File: src/rtl/thac_pkg.sv
// Package for the thermistor linearizer: datapath widths, fixed constants,
// band limits and the Steinhart-Hart coefficient table.
// Depends on nothing; used by the top level, the testbench and its checker.
package thac_pkg;

    localparam int T_W      = 48;
    localparam int ACC_W    = 64;
    localparam int MB_W     = 28;
    localparam int M_W      = 31;
    localparam int SQ_W     = 62;
    localparam int LOG_FRAC = 30;
    localparam int MUL_STEPS = 28;
    localparam int L_W      = 26;

    localparam logic [MB_W-1:0] LN2_Q28      = 28'd186065279;
    localparam logic [63:0]     KELVIN_SCALE = 64'd1000000000000000;

    localparam logic [63:0] BAND0_HI = 64'd692600 << 16;
    localparam logic [63:0] BAND0_LO = 64'd32770 << 16;
    localparam logic [63:0] BAND1_LO = 64'd3599 << 16;
    localparam logic [63:0] BAND2_LO = 64'd44669338;
    localparam logic [63:0] BAND3_LO = 64'd187 << 16;

    localparam int TEMP_MAX = 65535;
    localparam int TEMP_MIN = -65536;

    localparam logic REG_SERIES  = 1'b0;
    localparam logic REG_NOMINAL = 1'b1;

    typedef logic signed [T_W-1:0] coef_t;

    function automatic coef_t coef(input logic [1:0] set, input logic [1:0] k);
        coef_t c;
        c = '0;
        case (set)
            2'd0: begin
                case (k)
                    2'd0: c = 48'sd3357042000000;
                    2'd1: c = 48'sd252148480000;
                    2'd2: c = 48'sd3374328300;
                    default: c = -48'sd64957311;
                endcase
            end
            2'd1: begin
                case (k)
                    2'd0: c = 48'sd3354017000000;
                    2'd1: c = 48'sd256172440000;
                    2'd2: c = 48'sd2140094300;
                    default: c = -48'sd72405219;
                endcase
            end
            2'd2: begin
                case (k)
                    2'd0: c = 48'sd3353048100000;
                    2'd1: c = 48'sd254202300000;
                    2'd2: c = 48'sd1143116300;
                    default: c = -48'sd69383563;
                endcase
            end
            default: begin
                case (k)
                    2'd0: c = 48'sd3353616600000;
                    2'd1: c = 48'sd253772000000;
                    2'd2: c = 48'sd854332710;
                    default: c = -48'sd87912262;
                endcase
            end
        endcase
        return c;
    endfunction

endpackage

File: src/rtl/thermistor_adc_to_celsius.sv
// Thermistor ADC sample to Celsius converter, top level.
// Depends on thac_pkg for widths, constants and the coefficient table.
//
// A request on the input channel (in_valid/in_ready) carries one ADC sample.
// Each request gives exactly one result on the output channel (out_valid/
// out_ready): the held temperature in signed Q8.8 Celsius and an
// out_of_range flag. An out-of-range request leaves the held value unchanged.
// The block works on one request at a time. An out-of-range request gives its
// result after the resistance division; any other goes on through the
// normalization of both logarithm inputs, the squaring steps of each
// logarithm, four shift-add products, the Kelvin division and saturation.
// in_ready is high only while no request is in work, so a new request is
// taken at the earliest in the cycle after the previous result is loaded.
// A finished result waits in the output register; the next request may be
// taken meanwhile, but its result waits until out_ready frees the register.
// Reset restores both registers to 10000 ohms, the held temperature to
// 100 Celsius and empties the output register. Registers are written
// over an APB port at byte addresses 0 and 4; the user must see that they
// are written only while the block is idle, which the block does not enforce.
module thermistor_adc_to_celsius #(
    parameter int ADC_BITS      = 12,
    parameter int FRACTION_BITS = 8
) (
    input  logic               clk,
    input  logic               rst_n,
    input  logic               in_valid,
    output logic               in_ready,
    input  logic [11:0]        adc_sample,
    output logic               out_valid,
    input  logic               out_ready,
    output logic signed [16:0] temperature_q8_8,
    output logic               out_of_range,
    input  logic               psel,
    input  logic               penable,
    input  logic               pwrite,
    input  logic [2:0]         paddr,
    input  logic [31:0]        pwdata,
    output logic [31:0]        prdata,
    output logic               pready
);

    localparam int R_W   = 36 + ADC_BITS;
    localparam int DIV_W = 50 + FRACTION_BITS;
    localparam int P_W   = $clog2(R_W);
    localparam int LOG_W = P_W + thac_pkg::LOG_FRAC;
    localparam int D_W   = LOG_W + 2;
    localparam int CNT_W = $clog2(DIV_W + 1);
    localparam int OFF   = ((27315 << FRACTION_BITS) + 50) / 100;
    localparam int RST_T = ((100 << FRACTION_BITS) > thac_pkg::TEMP_MAX) ?
                           thac_pkg::TEMP_MAX : (100 << FRACTION_BITS);

    localparam logic [ADC_BITS-1:0] FULL      = {ADC_BITS{1'b1}};
    localparam logic [DIV_W-1:0]    KNUM      = DIV_W'(thac_pkg::KELVIN_SCALE) << FRACTION_BITS;
    localparam logic [DIV_W:0]      OFF_X     = (DIV_W + 1)'(OFF);
    localparam logic signed [DIV_W:0] LIM_HI  = (DIV_W + 1)'(thac_pkg::TEMP_MAX);
    localparam logic signed [DIV_W:0] LIM_LO  = -((DIV_W + 1)'(65536));
    localparam logic [D_W-1:0]      SIXTEEN   = D_W'(16) << thac_pkg::LOG_FRAC;

    typedef enum logic [10:0] {
        ST_IDLE = 11'b00000000001,
        ST_DIV  = 11'b00000000010,
        ST_BAND = 11'b00000000100,
        ST_NORM = 11'b00000001000,
        ST_SQR  = 11'b00000010000,
        ST_DEC  = 11'b00000100000,
        ST_MUL  = 11'b00001000000,
        ST_MEND = 11'b00010000000,
        ST_PLD  = 11'b00100000000,
        ST_SAT  = 11'b01000000000,
        ST_DONE = 11'b10000000000
    } state_t;

    state_t state_reg, state_next;

    logic [19:0] series_reg, nominal_reg;
    logic signed [16:0] held_reg, held_next;
    logic oor_reg, oor_next;
    logic out_valid_reg, out_valid_next;
    logic signed [16:0] temp_out_reg, temp_out_next;
    logic oor_out_reg, oor_out_next;

    logic [CNT_W-1:0] cnt_reg, cnt_next;
    logic div_kel_reg, div_kel_next;
    logic log_two_reg, log_two_next;
    logic mul_ln_reg, mul_ln_next;
    logic fin_reg, fin_next;
    logic [1:0] set_reg, set_next;
    logic [1:0] k_reg, k_next;
    logic neg_reg, neg_next;
    logic lsign_reg, lsign_next;
    logic [thac_pkg::L_W-1:0] lmag_reg, lmag_next;

    logic [DIV_W-1:0] div_num_reg, div_num_next;
    logic [thac_pkg::T_W-1:0] div_rem_reg, div_rem_next;
    logic [thac_pkg::T_W-1:0] div_den_reg, div_den_next;
    logic [R_W-1:0] lv_reg, lv_next;
    logic [P_W-1:0] p_reg, p_next;
    logic [thac_pkg::M_W-1:0] m_reg, m_next;
    logic [thac_pkg::SQ_W-1:0] sq_reg, sq_next;
    logic [thac_pkg::LOG_FRAC-1:0] frac_reg, frac_next;
    logic [LOG_W-1:0] lr_reg, lr_next;
    logic [thac_pkg::ACC_W-1:0] acc_reg, acc_next;
    logic [thac_pkg::ACC_W-1:0] mul_a_reg, mul_a_next;
    logic [thac_pkg::MB_W-1:0] mul_b_reg, mul_b_next;
    logic signed [thac_pkg::T_W-1:0] t_reg, t_next;

    logic [ADC_BITS+11:0] raw_ext;
    logic [ADC_BITS-1:0] raw;
    logic [19+ADC_BITS:0] prod;
    logic [thac_pkg::T_W:0] div_shift, div_diff;
    logic div_ge;
    logic [31:0] sq_hi;
    logic [thac_pkg::LOG_FRAC-1:0] frac_shift;
    logic [LOG_W-1:0] logv;
    logic [D_W-1:0] dval, dmag;
    logic [R_W-1:0] r_val;
    logic [63:0] r_x;
    logic [19:0] r25;
    logic [thac_pkg::T_W-1:0] pm, psig, t_abs;
    logic signed [thac_pkg::T_W-1:0] t_new;
    logic signed [DIV_W:0] kdiff;
    logic [thac_pkg::L_W-1:0] lmag_new;

    assign in_ready         = (state_reg == ST_IDLE);
    assign out_valid        = out_valid_reg;
    assign temperature_q8_8 = temp_out_reg;
    assign out_of_range     = oor_out_reg;
    assign pready           = 1'b1;

    always_comb
    begin
        unique case (paddr[2])
            thac_pkg::REG_SERIES:  prdata = {12'b0, series_reg};
            thac_pkg::REG_NOMINAL: prdata = {12'b0, nominal_reg};
        endcase
    end

    always_comb
    begin
        raw_ext    = {{ADC_BITS{1'b0}}, adc_sample};
        raw        = (raw_ext[ADC_BITS-1:0] == FULL) ? FULL - 1'b1 : raw_ext[ADC_BITS-1:0];
        prod       = series_reg * raw;
        div_shift  = {div_rem_reg, div_num_reg[DIV_W-1]};
        div_ge     = div_shift >= {1'b0, div_den_reg};
        div_diff   = div_shift - {1'b0, div_den_reg};
        sq_hi      = sq_reg[thac_pkg::SQ_W-1:thac_pkg::LOG_FRAC];
        frac_shift = {frac_reg[thac_pkg::LOG_FRAC-2:0], sq_hi[31]};
        logv       = {p_reg, frac_shift};
        dval       = D_W'(lr_reg) - SIXTEEN - D_W'(logv);
        dmag       = dval[D_W-1] ? -dval : dval;
        r_val      = div_num_reg[R_W-1:0];
        r_x        = 64'(r_val);
        r25        = (nominal_reg == 20'd0) ? 20'd1 : nominal_reg;
        pm         = thac_pkg::T_W'(acc_reg[thac_pkg::ACC_W-1:20]);
        psig       = neg_reg ? -pm : pm;
        t_new      = $signed(psig) + thac_pkg::coef(set_reg, k_reg);
        t_abs      = t_reg[thac_pkg::T_W-1] ? -t_reg : t_reg;
        kdiff      = $signed({1'b0, div_num_reg} - OFF_X);
        lmag_new   = acc_reg[thac_pkg::ACC_W-1:38];
    end

    always_comb
    begin
        state_next     = state_reg;
        held_next      = held_reg;
        oor_next       = oor_reg;
        out_valid_next = out_valid_reg;
        temp_out_next  = temp_out_reg;
        oor_out_next   = oor_out_reg;
        cnt_next       = cnt_reg;
        div_kel_next   = div_kel_reg;
        log_two_next   = log_two_reg;
        mul_ln_next    = mul_ln_reg;
        fin_next       = fin_reg;
        set_next       = set_reg;
        k_next         = k_reg;
        neg_next       = neg_reg;
        lsign_next     = lsign_reg;
        lmag_next      = lmag_reg;
        div_num_next   = div_num_reg;
        div_rem_next   = div_rem_reg;
        div_den_next   = div_den_reg;
        lv_next        = lv_reg;
        p_next         = p_reg;
        m_next         = m_reg;
        sq_next        = sq_reg;
        frac_next      = frac_reg;
        lr_next        = lr_reg;
        acc_next       = acc_reg;
        mul_a_next     = mul_a_reg;
        mul_b_next     = mul_b_reg;
        t_next         = t_reg;

        if (out_valid_reg && out_ready)
        begin
            out_valid_next = 1'b0;
        end

        unique case (state_reg)
            ST_IDLE:
            begin
                if (in_valid)
                begin
                    div_num_next = DIV_W'({prod, 16'b0}) << (DIV_W - R_W);
                    div_rem_next = '0;
                    div_den_next = thac_pkg::T_W'(FULL - raw);
                    div_kel_next = 1'b0;
                    cnt_next     = CNT_W'(R_W);
                    oor_next     = 1'b0;
                    state_next   = ST_DIV;
                end
            end
            ST_DIV:
            begin
                div_rem_next = div_ge ? div_diff[thac_pkg::T_W-1:0]
                                      : div_shift[thac_pkg::T_W-1:0];
                div_num_next = {div_num_reg[DIV_W-2:0], div_ge};
                cnt_next     = cnt_reg - 1'b1;
                if (cnt_reg == CNT_W'(1))
                begin
                    state_next = div_kel_reg ? ST_SAT : ST_BAND;
                end
            end
            ST_BAND:
            begin
                lv_next      = r_val;
                p_next       = P_W'(R_W - 1);
                log_two_next = 1'b0;
                state_next   = ST_NORM;
                if (r_x < thac_pkg::BAND0_HI && r_x >= thac_pkg::BAND0_LO)
                begin
                    set_next = 2'd0;
                end
                else if (r_x < thac_pkg::BAND0_LO && r_x >= thac_pkg::BAND1_LO)
                begin
                    set_next = 2'd1;
                end
                else if (r_x < thac_pkg::BAND1_LO && r_x >= thac_pkg::BAND2_LO)
                begin
                    set_next = 2'd2;
                end
                else if (r_x < thac_pkg::BAND2_LO && r_x >= thac_pkg::BAND3_LO)
                begin
                    set_next = 2'd3;
                end
                else
                begin
                    oor_next   = 1'b1;
                    state_next = ST_DONE;
                end
            end
            ST_NORM:
            begin
                if (lv_reg[R_W-1])
                begin
                    m_next     = lv_reg[R_W-1 -: thac_pkg::M_W];
                    frac_next  = '0;
                    cnt_next   = CNT_W'(thac_pkg::LOG_FRAC);
                    state_next = ST_SQR;
                end
                else
                begin
                    lv_next = {lv_reg[R_W-2:0], 1'b0};
                    p_next  = p_reg - 1'b1;
                end
            end
            ST_SQR:
            begin
                sq_next    = m_reg * m_reg;
                state_next = ST_DEC;
            end
            ST_DEC:
            begin
                m_next    = sq_hi[31] ? sq_hi[31:1] : sq_hi[30:0];
                frac_next = frac_shift;
                cnt_next  = cnt_reg - 1'b1;
                state_next = ST_SQR;
                if (cnt_reg == CNT_W'(1))
                begin
                    if (!log_two_reg)
                    begin
                        lr_next      = logv;
                        lv_next      = R_W'(r25);
                        p_next       = P_W'(R_W - 1);
                        log_two_next = 1'b1;
                        state_next   = ST_NORM;
                    end
                    else
                    begin
                        lsign_next  = dval[D_W-1];
                        mul_a_next  = thac_pkg::ACC_W'(dmag);
                        mul_b_next  = thac_pkg::LN2_Q28;
                        acc_next    = thac_pkg::ACC_W'(1) << 37;
                        mul_ln_next = 1'b1;
                        cnt_next    = CNT_W'(thac_pkg::MUL_STEPS);
                        state_next  = ST_MUL;
                    end
                end
            end
            ST_MUL:
            begin
                acc_next   = acc_reg + (mul_b_reg[0] ? mul_a_reg : '0);
                mul_a_next = {mul_a_reg[thac_pkg::ACC_W-2:0], 1'b0};
                mul_b_next = {1'b0, mul_b_reg[thac_pkg::MB_W-1:1]};
                cnt_next   = cnt_reg - 1'b1;
                if (cnt_reg == CNT_W'(1))
                begin
                    state_next = ST_MEND;
                end
            end
            ST_MEND:
            begin
                state_next = ST_PLD;
                if (mul_ln_reg)
                begin
                    lmag_next   = lmag_new;
                    lsign_next  = lsign_reg && (lmag_new != '0);
                    t_next      = thac_pkg::coef(set_reg, 2'd3);
                    k_next      = 2'd2;
                    fin_next    = 1'b0;
                    mul_ln_next = 1'b0;
                end
                else
                begin
                    t_next = t_new;
                    if (k_reg == 2'd0)
                    begin
                        fin_next = 1'b1;
                    end
                    else
                    begin
                        k_next = k_reg - 1'b1;
                    end
                end
            end
            ST_PLD:
            begin
                if (fin_reg)
                begin
                    if (t_reg <= 0)
                    begin
                        held_next  = 17'(thac_pkg::TEMP_MAX);
                        state_next = ST_DONE;
                    end
                    else
                    begin
                        div_num_next = KNUM + DIV_W'(t_reg[thac_pkg::T_W-1:1]);
                        div_rem_next = '0;
                        div_den_next = t_reg;
                        div_kel_next = 1'b1;
                        cnt_next     = CNT_W'(DIV_W);
                        state_next   = ST_DIV;
                    end
                end
                else
                begin
                    mul_a_next = thac_pkg::ACC_W'(t_abs);
                    mul_b_next = thac_pkg::MB_W'(lmag_reg);
                    acc_next   = thac_pkg::ACC_W'(1) << 19;
                    neg_next   = t_reg[thac_pkg::T_W-1] ^ lsign_reg;
                    cnt_next   = CNT_W'(thac_pkg::MUL_STEPS);
                    state_next = ST_MUL;
                end
            end
            ST_SAT:
            begin
                if (kdiff > LIM_HI)
                begin
                    held_next = 17'(thac_pkg::TEMP_MAX);
                end
                else if (kdiff < LIM_LO)
                begin
                    held_next = 17'(thac_pkg::TEMP_MIN);
                end
                else
                begin
                    held_next = kdiff[16:0];
                end
                state_next = ST_DONE;
            end
            ST_DONE:
            begin
                if (!out_valid_reg || out_ready)
                begin
                    out_valid_next = 1'b1;
                    temp_out_next  = held_reg;
                    oor_out_next   = oor_reg;
                    state_next     = ST_IDLE;
                end
            end
        endcase
    end

    always_ff @(posedge clk or negedge rst_n)
    begin
        if (!rst_n)
        begin
            state_reg     <= ST_IDLE;
            series_reg    <= 20'd10000;
            nominal_reg   <= 20'd10000;
            held_reg      <= 17'(RST_T);
            out_valid_reg <= 1'b0;
            cnt_reg       <= '0;
            div_kel_reg   <= 1'b0;
            log_two_reg   <= 1'b0;
            mul_ln_reg    <= 1'b0;
            fin_reg       <= 1'b0;
            oor_reg       <= 1'b0;
        end
        else
        begin
            state_reg     <= state_next;
            held_reg      <= held_next;
            out_valid_reg <= out_valid_next;
            cnt_reg       <= cnt_next;
            div_kel_reg   <= div_kel_next;
            log_two_reg   <= log_two_next;
            mul_ln_reg    <= mul_ln_next;
            fin_reg       <= fin_next;
            oor_reg       <= oor_next;
            if (psel && penable && pwrite)
            begin
                unique case (paddr[2])
                    thac_pkg::REG_SERIES:  series_reg  <= pwdata[19:0];
                    thac_pkg::REG_NOMINAL: nominal_reg <= pwdata[19:0];
                endcase
            end
        end
    end

    always_ff @(posedge clk)
    begin
        temp_out_reg <= temp_out_next;
        oor_out_reg  <= oor_out_next;
        set_reg      <= set_next;
        k_reg        <= k_next;
        neg_reg      <= neg_next;
        lsign_reg    <= lsign_next;
        lmag_reg     <= lmag_next;
        div_num_reg  <= div_num_next;
        div_rem_reg  <= div_rem_next;
        div_den_reg  <= div_den_next;
        lv_reg       <= lv_next;
        p_reg        <= p_next;
        m_reg        <= m_next;
        sq_reg       <= sq_next;
        frac_reg     <= frac_next;
        lr_reg       <= lr_next;
        acc_reg      <= acc_next;
        mul_a_reg    <= mul_a_next;
        mul_b_reg    <= mul_b_next;
        t_reg        <= t_next;
    end

endmodule

File: config.mk
export PLATFORM = sky130hd
export DESIGN_NAME = thermistor_adc_to_celsius
export DESIGN_NICKNAME = d
export VERILOG_FILES = /design/src/rtl/thac_pkg.sv /design/src/rtl/thermistor_adc_to_celsius.sv
export SDC_FILE = /design/constraint.sdc
export NUM_CORES = 2
export LEC_CHECK = 0
export BUFFER_PORTS_ARGS = -buffer_cell sky130_fd_sc_hd__buf_2
export CORE_MARGIN = 2
export CORE_UTILIZATION = 45
export CTS_CLUSTER_SIZE = 12
export DETAILED_ROUTE_END_ITERATION = 8
export GPL_TIMING_DRIVEN = 0
export MAX_ROUTING_LAYER = met4
export PLACE_DENSITY = 0.65
export SKIP_CTS_REPAIR_TIMING = 1
export SLEW_MARGIN = 20
export SYNTH_ARGS = -nofsm -noshare
export SYNTH_HDL_FRONTEND = slang
export SYNTH_SLANG_ARGS = --single-unit
File: constraint.sdc
create_clock -name clk -period 26.6 [get_ports clk]
set_clock_uncertainty 0.05 [all_clocks]
set_input_delay 2.66 -clock clk [delete_from_list [all_inputs] [get_ports clk]]
set_output_delay 2.66 -clock clk [all_outputs]
set_load 0.005 [all_outputs]
==> results by group <==
Detailed routing
  • WL/cell: between 20 and 25 µm
  • Via-to-Cell Ratio: around 5.7
  • DR pass1 iterations: 6
  • Post-route DRC: 0
  • Routed vias: about 60000
  • DRT Wirelength: 250000 µm
  • Initial detailed-routing violation count: between 4000 and 5000
  • Final ANT Viol Nets: 0

Die
  • Num ports: roughly 110
  • Die span in y: roughly 420 µm
  • Die area: roughly 170000 µm²
  • Initial core utilization: between 40% and 50%
  • # rows: 151
  • Core box area: 170000 µm²
  • Die Span X: roughly 420 µm

Logic synthesis
  • Mean post-synth cell area: around 9.5 µm²
  • FF+latch count, synth: between 600 and 700
  • Synth area leaders: fa_1 (25%), edfxtp_1 (23%), ha_1 (9.0%)
  • Post-synth top area share: 24.5%
  • Synth Cell Area: between 70000 and 80000 µm²
  • Fraction of registers with async set/reset: 11.9%
  • Cells after synthesis: 8108
  • Ys Warns: 0
  • Seq/Total Area, Yosys: between 20% and 30%
  • Primary FF master, synth: edfxtp_1
  • EDFF count, synth: 590
  • Yosys cell types: 91
  • Largest area contributor in the netlist: fa_1

Worst setup path
  • CP Class: reg2reg
  • Required time of the critical path: 27.01 ns
  • CP max FO: 10
  • Setup slack, reg-to-reg: 15.33 ns
  • Worst EP arrival: 11.68 ns
  • CP startpoint kind: flip-flop
  • Worst Setup End Kind: flip-flop

Min path
  • Worst hold-check path type: reg2reg

Clock tree
  • Clock transition at the registers of the reported paths: 0.06 ns
  • Maximum root-to-sink buffer count: 3
  • Total CTS buffers: 75
  • Clk Latency, worst-skew pair: slightly below 0.7 ns
  • Clock Root Buffer: clkbuf_16
  • H-tree Lvls: 3
  • # clock sinks: 670
  • CTS tree: yes

Placed design
  • Post-DP HPWL: a little over 200000 µm
  • Number of I/O port buffers: 79
  • Routability cong.: roughly 1.0

Pwr
  • Max rail drop VDD: ~0.21 mV
  • Final Power: roughly 6 mW
  • P_leak: ~39 nW
  • Power Density: between 70 and 80 nW/µm²

GRT
  • Grt ovf: 0
  • Total GRT Usage: around 30%
  • Initial antenna violation count: 6
  • Global-route wire length before repair: ~380000 µm
  • Number of global-route vias before repair: 61900
  • Largest net degree at the start of global routing: 59

Timing
  • Slew @ Worst Pin: 1.21 ns
  • Final Hold Fails: 0
  • RSZ-0062 raised after global routing: no
  • Fin Setup TNS: 0 ns
  • Period minus WS final: 11.27 ns
  • Max Slew Vio Count: 0
  • Final Cycle Share: a little over two fifths
  • Slew margin rel.: 19.1%
  • Setup-failing EPs final: 0
  • FMAX: 88.7 MHz

Finish
  • Area grow syn2layout: 8.16%
  • Fraction of layout cells with a size suffix above 1: between 4 and 5%
  • Final Net Count: between 9000 and 10000

Run
  • MaxCap Viol Count: 0

Outcome
  • Outcome: finished clean
[worst max-delay path, cell delays in order (launching register included)]
cell	delay [ns]
edfxtp_1	0.41
clkbuf_1	0.69
buf_1	0.85
nand2_1	0.23
inv_1	0.15
fa_1	0.44
fa_1	0.45
fa_1	0.50
inv_1	0.06
fa_1	0.53
inv_1	0.05
fa_1	0.52
fa_1	0.45
fa_1	0.56
inv_1	0.06
fa_1	0.57
inv_1	0.06
ha_1	0.52
nand4_1	0.26
a2111oi_1	0.82
o21ai_0	0.46
a2111oi_1	1.06
o21ai_0	0.38
a21oi_1	0.31
o21a_1	0.20
nor4_1	0.06
a311oi_1	0.32
[cell type report]
class                           count  area (µm²)
Fill cell                       15800       86500
Multi-Input combinational cell   5675       50800
Sequential cell                   670       19700
Inverter                         1408        5290
Tap cell                         2218        2780
Clock buffer                      101        1990
Buffer                            367        1450
Timing Repair Buffer              108         985
Clock inverter                     34         385
Antenna cell                        3        7.51
[kinds of logic (layout without fill, tap and decap cells)]
family	count (synthesis)	after routing	share of synthesized area (%)
AOI/OAI and AO/OA	1478	1478	12.6
xor gates and xnor gates	394	394	4.48
adders and majority gates	1496	1496	33.5
buffers and inverters	1775	2018	8.73
DFF	670	670	25.6
muxes	104	104	1.45
other	2	17	0.00974
and+or+nand+nor	2189	2189	13.7
[cell usage after synthesis, types with 14 or more instances]
library cell and n:
a211oi_1 35, a21boi_0 14, a21o_1 186, a21oi_1 358
a221o_1 14, a22o_1 50, a22oi_1 63, a31o_2 14
a31oi_1 58, and2_1 383, and3_1 37, buf_1 18
clkbuf_1 327, dfrtp_1 66, dfstp_2 14, edfxtp_1 590
fa_1 944, ha_1 552, inv_1 1402, mux2_2 63
mux2i_1 41, nand2_1 806, nand2b_1 53, nand3_1 84
nand4_1 65, nor2_1 432, nor2b_1 49, nor3_1 95
nor4_1 40, o211ai_1 21, o21a_1 45, o21ai_0 337
o21bai_1 34, o221ai_1 19, o22a_1 14, o31ai_1 53
or2_2 14, or3_1 51, or4_1 19, xnor2_1 237
xor2_1 157
[cell usage in the layout (no fill, tap or decap), drive strengths merged, types with 148 or more instances in the layout]
master and instances:
inv 1408, fa 944, nand2 806, edfxtp 590, ha 552, nor2 432
clkbuf 428, and2 383, a21oi 358, o21ai 345, xnor2 237, a21o 186
xor2 157, buf 148
[worst paths after layout]
path / from / endpoint / cells past startpoint
setup / recovery: m_reg[17] / sq_reg[61] / 26
hold / removal: frac_reg[4] / lr_reg[5] / 0
setup reg to reg: m_reg[17] / sq_reg[61] / 26
hold reg to reg: frac_reg[4] / lr_reg[5] / 0
max in group asynchronous: rst_n / held_reg[13] / 2
min in group asynchronous: rst_n / series_reg[15] / 1
[per-layer routing]
| layer | routed length, µm | GRT usage, % | vias up |
|---|---|---|---|
| met5 | 0 | - | - |
| met4 | 15100 | 15.0 | 0 |
| li1 | - | - | 27200 |
| met2 | 120000 | 48.5 | 2326 |
| met3 | 15700 | 3.21 | 610 |
| met1 | 99500 | 36.6 | 30000 |
[where the power goes]
group	leakage (nW)	total, mW	internal, mW	switching (mW)
clock network	1.14	1.05	0.583	0.470
registers	6.29	1.56	1.41	0.147
logic	31.1	3.38	1.34	2.04
[per-stage QoR]
stage / worst slack, ns / utilization [%] / hold WS, ns / std cells / area (µm²)
global route: 14.93 / 49.1 / 0.396 / 10600 / 83400
detailed placement: 15.42 / 47.7 / 0.384 / 10400 / 81000
global placement: 10.74 / 47.3 / 0.379 / 10400 / 80300
floorplan: 16.08 / - / 0.364 / 8120 / 77100
finish: 15.33 / 49.1 / 0.393 / 10600 / 83400
CTS: 15.29 / 49.1 / 0.396 / 10600 / 83400
(Power assumes the default switching activity.)
